### config.mk
export PLATFORM = sky130hd
export DESIGN_NAME = obstacle_recovery_sequencer
export DESIGN_NICKNAME = d
export VERILOG_FILES = /design/src/hdl/ors_pkg.sv /design/src/hdl/obstacle_recovery_sequencer.sv /design/src/hdl/ors_cfg_regs.sv /design/src/hdl/ors_core.sv /design/src/hdl/ors_res_fifo.sv
export SDC_FILE = /design/constraint.sdc
export NUM_CORES = 1
export LEC_CHECK = 0
export BUFFER_PORTS_ARGS = -buffer_cell sky130_fd_sc_hd__buf_2
export CELL_PAD_IN_SITES_DETAIL_PLACEMENT = 1
export CELL_PAD_IN_SITES_GLOBAL_PLACEMENT = 2
export CORE_MARGIN = 2
export CORE_UTILIZATION = 41
export CTS_CLUSTER_DIAMETER = 100
export DETAILED_ROUTE_END_ITERATION = 16
export PLACE_DENSITY = 0.93
export SYNTH_ARGS = -nofsm -noshare
export SYNTH_HDL_FRONTEND = slang
export SYNTH_SLANG_ARGS = --single-unit
### constraint.sdc
create_clock -name clk -period 11.5 [get_ports clk]
set_input_delay 3.45 -clock clk [delete_from_list [all_inputs] [get_ports clk]]
set_output_delay 3.45 -clock clk [all_outputs]
set_load 0.01 [all_outputs]
### src/hdl/ors_pkg.sv
package ors_pkg;

	localparam int DATA_W = 32;
	localparam int ADDR_W = 5;
	localparam int DEPTH = 4;
	localparam int PTR_W = $clog2(DEPTH);

	localparam logic [7:0] STOP_CODE = 8'd65;
	localparam logic [7:0] REV_PRIO = 8'd66;
	localparam logic [7:0] CRUISE_PRIO = 8'd81;
	localparam logic [9:0] PIVOT_SPEED_RST = 10'd60;

	localparam logic [5:0] BACKUP_TICKS_RST = 6'd11;
	localparam logic [5:0] PIVOT_TICKS_RST = 6'd33;
	localparam logic [5:0] HORN_AFTER_RST = 6'd10;
	localparam logic [5:0] BACKUP_AFTER_RST = 6'd20;
	localparam logic [9:0] BACKUP_SPEED_RST = 10'd55;
	localparam logic [9:0] CRUISE_SPEED_RST = 10'd50;

	typedef enum logic [2:0] {
		REG_BACKUP_TICKS = 3'd0,
		REG_PIVOT_TICKS = 3'd1,
		REG_HORN_AFTER = 3'd2,
		REG_BACKUP_AFTER = 3'd3,
		REG_BACKUP_SPEED = 3'd4,
		REG_CRUISE_SPEED = 3'd5
	} reg_idx_t;

	typedef struct packed {
		logic [5:0] backup_ticks;
		logic [5:0] pivot_ticks;
		logic [5:0] horn_after;
		logic [5:0] backup_after;
		logic [9:0] backup_speed;
		logic [9:0] cruise_speed;
	} cfg_t;

	typedef struct packed {
		logic present;
		logic [7:0] prio;
		logic stale;
		logic lrev;
		logic [9:0] lspd;
		logic rrev;
		logic [9:0] rspd;
	} msg_t;

	typedef struct packed {
		logic kind;
		logic horn;
		logic [7:0] prio;
		logic lrev;
		logic [9:0] lspd;
		logic rrev;
		logic [9:0] rspd;
		logic last;
	} res_t;

	typedef struct packed {
		logic [1:0] cnt;
		res_t r0;
		res_t r1;
	} push_t;

	localparam msg_t MSG_EMPTY = '0;
	localparam msg_t PIVOT_RST = '{present: 1'b1, prio: REV_PRIO, stale: 1'b0,
		lrev: 1'b0, lspd: PIVOT_SPEED_RST, rrev: 1'b1, rspd: PIVOT_SPEED_RST};
	localparam res_t RES_NONE = '0;

	function automatic res_t res_of_msg(msg_t m);
		res_t r;
		r = RES_NONE;
		r.kind = 1'b1;
		r.prio = m.prio;
		r.lrev = m.lrev;
		r.lspd = m.lspd;
		r.rrev = m.rrev;
		r.rspd = m.rspd;
		return r;
	endfunction

	function automatic res_t res_drive(logic [7:0] prio, logic rev, logic [9:0] spd);
		res_t r;
		r = RES_NONE;
		r.kind = 1'b1;
		r.prio = prio;
		r.lrev = rev;
		r.lspd = spd;
		r.rrev = rev;
		r.rspd = spd;
		return r;
	endfunction

endpackage

### src/hdl/obstacle_recovery_sequencer.sv
// Flow: an accepted beat is held in the input stage register; once the result queue has
// room it is processed and its results are pushed into the queue, from which they are read.
// Throughput: one input beat per cycle while each gives one result and the output is taken.
// Steps that give two results fill the queue faster than the single output port drains
// it; the input stalls while the four-entry result queue holds more than two results.
// Reset: arst_n clears the stored messages, counters, flags and the result queue at once
// and loads the default configuration and the default right pivot command.
module obstacle_recovery_sequencer (
	input  logic clk,
	input  logic arst_n,
	input  logic s_axis_tvalid,
	output logic s_axis_tready,
	// present, priority_req[7:0], stale, left_reverse, left_speed[9:0],
	// right_reverse, right_speed[9:0]
	input  logic [ors_pkg::DATA_W-1:0] s_axis_tdata,
	// mode
	input  logic s_axis_tuser,
	output logic m_axis_tvalid,
	input  logic m_axis_tready,
	// horn, cmd_priority[7:0], cmd_left_reverse, cmd_left_speed[9:0],
	// cmd_right_reverse, cmd_right_speed[9:0], one zero bit
	output logic [ors_pkg::DATA_W-1:0] m_axis_tdata,
	// kind
	output logic m_axis_tuser,
	output logic m_axis_tlast,
	input  logic psel,
	input  logic penable,
	input  logic pwrite,
	input  logic [ors_pkg::ADDR_W-1:0] paddr,
	input  logic [ors_pkg::DATA_W-1:0] pwdata,
	output logic [ors_pkg::DATA_W-1:0] prdata,
	output logic pready
);
	import ors_pkg::*;

	cfg_t cfg;
	push_t push;
	logic room;
	res_t res;

	ors_cfg_regs u_cfg (
		.clk(clk),
		.arst_n(arst_n),
		.psel(psel),
		.penable(penable),
		.pwrite(pwrite),
		.paddr(paddr),
		.pwdata(pwdata),
		.prdata(prdata),
		.pready(pready),
		.cfg(cfg)
	);

	ors_core u_core (
		.clk(clk),
		.arst_n(arst_n),
		.in_valid(s_axis_tvalid),
		.in_ready(s_axis_tready),
		.in_mode(s_axis_tuser),
		.in_data(s_axis_tdata),
		.cfg(cfg),
		.room(room),
		.push(push)
	);

	ors_res_fifo u_fifo (
		.clk(clk),
		.arst_n(arst_n),
		.push(push),
		.room(room),
		.out_valid(m_axis_tvalid),
		.out_ready(m_axis_tready),
		.out_res(res)
	);

	assign m_axis_tdata = {1'b0, res.rspd, res.rrev, res.lspd, res.lrev, res.prio, res.horn};
	assign m_axis_tuser = res.kind;
	assign m_axis_tlast = res.last;

endmodule

### src/hdl/ors_cfg_regs.sv
module ors_cfg_regs (
	input  logic clk,
	input  logic arst_n,
	input  logic psel,
	input  logic penable,
	input  logic pwrite,
	input  logic [ors_pkg::ADDR_W-1:0] paddr,
	input  logic [ors_pkg::DATA_W-1:0] pwdata,
	output logic [ors_pkg::DATA_W-1:0] prdata,
	output logic pready,
	output ors_pkg::cfg_t cfg
);
	import ors_pkg::*;

	cfg_t cfg_q;
	reg_idx_t idx;
	logic wr_en;

	assign pready = 1'b1;
	assign idx = reg_idx_t'(paddr[ADDR_W-1:2]);
	assign wr_en = psel && penable && pwrite;
	assign cfg = cfg_q;

	always_ff @(posedge clk or negedge arst_n) begin
		if (!arst_n) begin
			cfg_q.backup_ticks <= BACKUP_TICKS_RST;
			cfg_q.pivot_ticks <= PIVOT_TICKS_RST;
			cfg_q.horn_after <= HORN_AFTER_RST;
			cfg_q.backup_after <= BACKUP_AFTER_RST;
			cfg_q.backup_speed <= BACKUP_SPEED_RST;
			cfg_q.cruise_speed <= CRUISE_SPEED_RST;
		end else if (wr_en) begin
			unique case (idx)
				REG_BACKUP_TICKS: cfg_q.backup_ticks <= pwdata[5:0];
				REG_PIVOT_TICKS: cfg_q.pivot_ticks <= pwdata[5:0];
				REG_HORN_AFTER: cfg_q.horn_after <= pwdata[5:0];
				REG_BACKUP_AFTER: cfg_q.backup_after <= pwdata[5:0];
				REG_BACKUP_SPEED: cfg_q.backup_speed <= pwdata[9:0];
				REG_CRUISE_SPEED: cfg_q.cruise_speed <= pwdata[9:0];
				default: ;
			endcase
		end
	end

	always_comb begin
		unique case (idx)
			REG_BACKUP_TICKS: prdata = {26'd0, cfg_q.backup_ticks};
			REG_PIVOT_TICKS: prdata = {26'd0, cfg_q.pivot_ticks};
			REG_HORN_AFTER: prdata = {26'd0, cfg_q.horn_after};
			REG_BACKUP_AFTER: prdata = {26'd0, cfg_q.backup_after};
			REG_BACKUP_SPEED: prdata = {22'd0, cfg_q.backup_speed};
			REG_CRUISE_SPEED: prdata = {22'd0, cfg_q.cruise_speed};
			default: prdata = '0;
		endcase
	end

endmodule

### src/hdl/ors_core.sv
module ors_core (
	input  logic clk,
	input  logic arst_n,
	input  logic in_valid,
	output logic in_ready,
	input  logic in_mode,
	input  logic [ors_pkg::DATA_W-1:0] in_data,
	input  ors_pkg::cfg_t cfg,
	input  logic room,
	output ors_pkg::push_t push
);
	import ors_pkg::*;

	logic valid_s1;
	logic mode_s1;
	msg_t msg_s1;
	msg_t in_msg;
	logic fire;

	msg_t sensor_q, camera_q, saved_q;
	logic [5:0] step_q, stale_q;
	logic backing_q, pivoting_q, hold_q;

	msg_t sens, cam, pick, sav;
	logic [6:0] step, stale;
	logic bk, pv, hold, horn;
	logic [1:0] n;
	res_t r0, r1;

	always_comb begin
		in_msg = MSG_EMPTY;
		if (in_data[0]) begin
			in_msg.present = 1'b1;
			in_msg.prio = in_data[8:1];
			in_msg.stale = in_mode & in_data[9];
			in_msg.lrev = in_data[10];
			in_msg.lspd = in_data[20:11];
			in_msg.rrev = in_data[21];
			in_msg.rspd = in_data[31:22];
		end
	end

	assign fire = valid_s1 && room;
	assign in_ready = !valid_s1 || fire;

	always_ff @(posedge clk or negedge arst_n) begin
		if (!arst_n) begin
			valid_s1 <= 1'b0;
		end else if (in_ready) begin
			valid_s1 <= in_valid;
		end
	end

	always_ff @(posedge clk) begin
		if (in_ready && in_valid) begin
			mode_s1 <= in_mode;
			msg_s1 <= in_msg;
		end
	end

	// Results are collected in order; n counts how many this beat produces.
	always_comb begin
		sens = mode_s1 ? sensor_q : msg_s1;
		cam = mode_s1 ? msg_s1 : camera_q;
		step = {1'b0, step_q};
		stale = {1'b0, stale_q};
		bk = backing_q;
		pv = pivoting_q;
		hold = hold_q;
		sav = saved_q;
		horn = 1'b0;
		n = 2'd0;
		r0 = RES_NONE;
		r1 = RES_NONE;
		pick = cam;
		if (!sens.present && !cam.present) begin
			if (!mode_s1) begin
				r0 = res_drive(CRUISE_PRIO, 1'b0, cfg.cruise_speed);
			end
			n = 2'd1;
		end else begin
			if (!sens.present) begin
				pick = cam;
			end else if (!cam.present) begin
				pick = sens;
			end else if (sens.prio < cam.prio) begin
				pick = sens;
			end else begin
				pick = cam;
			end
			if (sens.present && sens.prio == STOP_CODE) begin
				if (!hold) begin
					bk = 1'b0;
					pv = 1'b0;
					hold = 1'b1;
					step = '0;
					r0 = res_of_msg(sens);
					n = 2'd1;
				end else begin
					if (cam.present && cam.stale) begin
						stale = stale + 7'd1;
					end else begin
						stale = '0;
					end
					if (stale > {1'b0, cfg.backup_after}) begin
						bk = 1'b1;
						pv = 1'b0;
					end else if (stale > {1'b0, cfg.horn_after}) begin
						horn = 1'b1;
					end else if (!bk) begin
						step = '0;
					end
					if (bk) begin
						step = step + 7'd1;
						stale = '0;
						if (step > {1'b0, cfg.backup_ticks}) begin
							step = '0;
							bk = 1'b0;
							pv = 1'b1;
						end else begin
							r0 = res_drive(REV_PRIO, 1'b1, cfg.backup_speed);
							n = 2'd1;
						end
					end
					if (pv) begin
						step = step + 7'd1;
						r0 = res_of_msg(sav);
						n = 2'd1;
						stale = '0;
						if (step > {1'b0, cfg.pivot_ticks}) begin
							step = '0;
							bk = 1'b0;
							pv = 1'b0;
							hold = 1'b0;
						end
					end
					if (!(bk || pv)) begin
						if (n == 2'd0) begin
							r0 = res_of_msg(sens);
						end else begin
							r1 = res_of_msg(sens);
						end
						n = n + 2'd1;
					end
				end
			end else begin
				hold = 1'b0;
				stale = '0;
				if (bk) begin
					step = step + 7'd1;
					if (step > {1'b0, cfg.backup_ticks}) begin
						step = '0;
						bk = 1'b0;
						pv = 1'b1;
					end else begin
						r0 = res_drive(REV_PRIO, 1'b1, cfg.backup_speed);
						n = 2'd1;
					end
				end
				if (pv) begin
					step = step + 7'd1;
					r0 = res_of_msg(sav);
					n = 2'd1;
					if (step > {1'b0, cfg.pivot_ticks}) begin
						step = '0;
						bk = 1'b0;
						pv = 1'b0;
					end
				end
				if (!(bk || pv)) begin
					if (pick.lrev != pick.rrev) begin
						bk = 1'b1;
						sav = pick;
						if (n == 2'd0) begin
							r0 = res_drive(REV_PRIO, 1'b1, cfg.backup_speed);
						end else begin
							r1 = res_drive(REV_PRIO, 1'b1, cfg.backup_speed);
						end
					end else begin
						if (n == 2'd0) begin
							r0 = res_of_msg(pick);
						end else begin
							r1 = res_of_msg(pick);
						end
					end
					n = n + 2'd1;
				end
			end
		end
		r0.horn = horn;
		r1.horn = horn;
		if (n == 2'd2) begin
			r1.last = 1'b1;
		end else begin
			r0.last = 1'b1;
		end
		push.cnt = fire ? n : 2'd0;
		push.r0 = r0;
		push.r1 = r1;
	end

	always_ff @(posedge clk or negedge arst_n) begin
		if (!arst_n) begin
			sensor_q <= MSG_EMPTY;
			camera_q <= MSG_EMPTY;
			saved_q <= PIVOT_RST;
			step_q <= '0;
			stale_q <= '0;
			backing_q <= 1'b0;
			pivoting_q <= 1'b0;
			hold_q <= 1'b0;
		end else if (fire) begin
			sensor_q <= sens;
			camera_q <= cam;
			saved_q <= sav;
			step_q <= step[5:0];
			stale_q <= stale[5:0];
			backing_q <= bk;
			pivoting_q <= pv;
			hold_q <= hold;
		end
	end

endmodule

### src/hdl/ors_res_fifo.sv
module ors_res_fifo (
	input  logic clk,
	input  logic arst_n,
	input  ors_pkg::push_t push,
	output logic room,
	output logic out_valid,
	input  logic out_ready,
	output ors_pkg::res_t out_res
);
	import ors_pkg::*;

	res_t mem_q [DEPTH];
	logic [PTR_W-1:0] wr_q, rd_q;
	logic [PTR_W:0] cnt_q;
	logic pop;

	assign out_valid = (cnt_q != '0);
	assign pop = out_valid && out_ready;
	assign room = (cnt_q <= (PTR_W+1)'(DEPTH - 2));
	assign out_res = mem_q[rd_q];

	always_ff @(posedge clk) begin
		if (push.cnt != 2'd0) begin
			mem_q[wr_q] <= push.r0;
		end
		if (push.cnt == 2'd2) begin
			mem_q[wr_q + PTR_W'(1)] <= push.r1;
		end
	end

	always_ff @(posedge clk or negedge arst_n) begin
		if (!arst_n) begin
			wr_q <= '0;
			rd_q <= '0;
			cnt_q <= '0;
		end else begin
			wr_q <= wr_q + PTR_W'(push.cnt);
			if (pop) begin
				rd_q <= rd_q + PTR_W'(1);
			end
			cnt_q <= cnt_q + (PTR_W+1)'(push.cnt) - (PTR_W+1)'(pop);
		end
	end

endmodule
==> metrics.md <==
| Metric | Value |
|---|---|
| Status | `complete, no violations` |
| Routed WL | `59600 µm` |
| Setup tns final | `0 ps` |
| Seq pwr share | `30.9%` |
| Die ar. | `0.0490 mm²` |
| Initial DRT Pass Iterations | `6` |
| Pins over their slew limit | `0` |
| Vias | `14730` |
| Crit path buffers/inverters | `1` |
| Fmax | `93.9 MHz` |
| Routability Congestion | `0.925` |
| PD cells | `304 mW/mm²` |
| # diodes | `0` |
| Syn avg cell area | `11.0 µm²` |
| Final nets | `1951` |
| Mapped Area | `0.0194 mm²` |
| Total power | `6.59 mW` |
| Remaining global-route overflow | `0` |
| Layout cells sized above 1 | `23.4%` |
| Ranking of synthesized cells by area | `edfxtp_1, dfrtp_1, mux2i_1` |
| Largest net degree at the start of global routing | `64` |
| Crit-path leading delay family | `compound AO/OA/AOI/OAI gates` |
| Yosys warns | `0` |
| Comb power frac | `49.7%` |
| I/O pins | `146` |
| Post-route DRC | `0` |
| TritonCTS clock tree | `yes` |
| Cell taking the most area after synthesis | `edfxtp_1` |
| Die Y | `221 µm` |
| Post-synthesis sequential area ratio | `46.4%` |
| Final Hold Fails | `0` |
| CP dominant cell by count | `ha_1` |
| First-pass GRT wire length | `92400 µm` |
| Clk_skew | `32.5 ps` |
| Commonest cells in the netlist | `edfxtp_1, nand2_1, mux2i_1` |
| Total Routing Usage GR | `24.1%` |
| Reg2Reg Setup Slack | `850 ps` |
| Crit. path cell count | `36` |
| Hold buffers post-CTS | `0` |
| HPWL after DPL | `42300 µm` |
| Seq cells post-synth | `325` |
| Fin crit period | `10650 ps` |
| Syn Inst Count | `1760` |
| Worst setup SP type | `flip-flop` |
| Root Driver | `clkbuf_16` |
| Bufs on Longest Clock Path | `3` |
| Max incr delay on CP | `650 ps` |
| Netlist cell types | `94` |
| Met2 Track Usage GR | `38.4%` |
| # rows | `79` |
| Ys async rst share | `49.2%` |
| # H-tree levels | `2` |
| Clock transition at path regs | `60 ps` |
| Crit Path Class | `flip-flop to flip-flop` |
| Final ANT Viol Nets | `0` |
| Setup Buffers After CTS | `0` |
| GRT busiest layer | `met2` |
| Setup-failing EPs final | `0` |
| Critical path peak fanout | `43` |
| Critical Path RT | `11770 ps` |
| Slowest-stage cell, CP | `o21ai_0` |
| # clock sinks | `325` |
| Vias in the first global route | `15556` |
| Cell with the most instances after synthesis | `edfxtp_1` |
| Placed cells | `2388` |
| Post-cts resize count | `0` |
| Switching fraction of total power | `43.5%` |
| Routed len/inst | `24.2 µm` |
| Max-cap violations | `0` |
| Via density | `5.99` |
| Lkg Pwr | `8.53 nW` |
| Internal Power | `3.72 mW` |
| CTS buffer count | `38` |
| Worst relative slew slack | `18.9%` |
| Worst VDD drop | `0.148 mV` |
| Least-Margin Pin Slew | `1210 ps` |
| Die width | `221 µm` |
| Pre-CTS WS | `967 ps` |
| Port Buffers | `97` |
| Worst path arrival time | `10930 ps` |
| Worst min path class | `flip-flop to flip-flop` |
| Clk pwr share | `19.4%` |
| Final std cells w/o fill | `2458` |
| Met1 Use GR | `32.8%` |
| Top FF cell, synth | `edfxtp_1` |
| Core area | `0.0466 mm²` |
| Worst Setup End Kind | `flip-flop` |
| Area growth, synth to finish | `11.9%` |
| Switching power | `2.87 mW` |
| Final worst slack | `847 ps` |
| Post-synth top area share | `25.6%` |
| GR Util met3 | `3.41%` |
| Starting Density | `41.6%` |
| Initial antenna violation count | `0` |
| Drt initial violations | `1295` |
| R2R cell count | `36` |
| RSZ-0062 raised after global routing | `false` |
| Latest clock arrival within the worst-skew pair | `590 ps` |
| EDFF count, synth | `165` |
| Hold Path Cell Cnt | `2` |
| Tcrit/Tclk final | `92.6%` |
layout by cell type (no fill, tap or decap), types with 9 or more instances in the layout:
cell type,synthesis,final
nand2_1,153,153
nor2b_1,15,14
buf_2,18,96
a31oi_2,12,12
conb_1,2,24
o21ai_0,132,132
and2_1,43,43
a21oi_1,68,68
mux2i_1,139,139
dfrtp_1,132,131
a31oi_1,10,10
nand2b_1,16,16
a22o_1,17,17
clkbuf_16,0,39
nor2_1,131,129
ha_1,52,52
inv_1,47,47
a22oi_1,22,22
o21a_1,22,22
nor3_1,29,27
a21o_1,11,11
a211oi_1,11,10
a221oi_1,9,9
buf_4,27,32
xnor2_1,16,16
mux4_2,34,34
nand4_1,11,11
edfxtp_1,165,165
mux2_2,123,123
a2111oi_1,10,10
nand3_1,31,31
dfstp_2,28,28
sequential cells by signal, summed over array words and instances (netlist names), 2 cells and up:
register / flops
u_fifo.mem_q: 132
u_fifo.wr_q: 2
u_core.stale_q: 6
u_core.camera_q: 32
u_core.saved_q: 30
u_fifo.rd_q: 2
u_core.sensor_q: 31
u_fifo.cnt_q: 3
u_core.msg_s1: 32
u_core.step_q: 6
u_cfg.cfg: 44
final cells by class:
class | count | area [µm²]
clock buffer | 50 | 1060
clock inverter | 20 | 250
fill | 5019 | 24900
inverter | 48 | 180
multi-input combinational | 1279 | 9710
sequential | 325 | 8990
tap | 607 | 759
timing repair buffer | 129 | 732
per-stage QoR:
step / instance area [µm²] / util [%] / hold slack, ps
6_report: 21700 / 46.6 / 479
3_5_place_dp: 20400 / 43.8 / 465
2_1_floorplan: 19500 / - / 442
5_1_grt: 21700 / 46.6 / 505
3_3_place_gp: 20400 / 43.8 / 456
4_1_cts: 21700 / 46.6 / 478
power by group through the flow:
stage | logic [mW] | registers [mW] | clock network, mW
2_1_floorplan | 2.29 | 1.91 | 0
3_3_place_gp | 3.07 | 2.01 | 0
3_5_place_dp | 3.21 | 2.05 | 0
4_1_cts | 3.25 | 2.03 | 1.30
5_1_grt | 3.56 | 2.08 | 1.34
6_report | 3.28 | 2.04 | 1.28
logic make-up after synthesis:
family                   after synthesis  synth area share, %
adder cells (fa/ha/maj)               53                 3.46
flip-flops                           325                 46.4
buffers and inverters                178                 4.20
other                                  2               0.0388
AO/OA/AOI/OAI                        408                 14.8
XOR/XNOR                              25                 1.23
AND/OR/NAND/NOR                      473                 11.5
multiplexers                         296                 18.3
per-layer routing:
metal / vias to the layer above / part of all wire, % / routed length (µm)
li1: 6641 / - / -
met1: 7518 / 44 / 26100
met2: 469 / 46 / 27700
met3: 102 / 5.4 / 3220
met4: 0 / 4.4 / 2620
met5: - / 0 / 0
worst register-to-register path, delay by kind of cell, from the launching register on:
| family | cells | cell delay, ps |
|---|---|---|
| AOI/OAI and AO/OA | 11 | 3560 |
| xor gates and xnor gates | 1 | 160 |
| adders and majority gates | 6 | 1910 |
| buffers and inverters | 1 | 560 |
| DFF | 1 | 580 |
| muxes | 2 | 330 |
| and+or+nand+nor | 15 | 3240 |
worst paths after layout:
path,to,from
setup / recovery,u_fifo.mem_q[2][7],u_core.msg_s1[31]
setup reg to reg,u_fifo.mem_q[2][7],u_core.msg_s1[31]
max in group asynchronous,u_core.camera_q[23],arst_n
hold reg to reg,u_core.saved_q[25],u_core.saved_q[25]
hold / removal,u_core.saved_q[25],u_core.saved_q[25]
min in group asynchronous,u_cfg.cfg[30],arst_n
No activity file was read; power rests on OpenSTA's default activity.
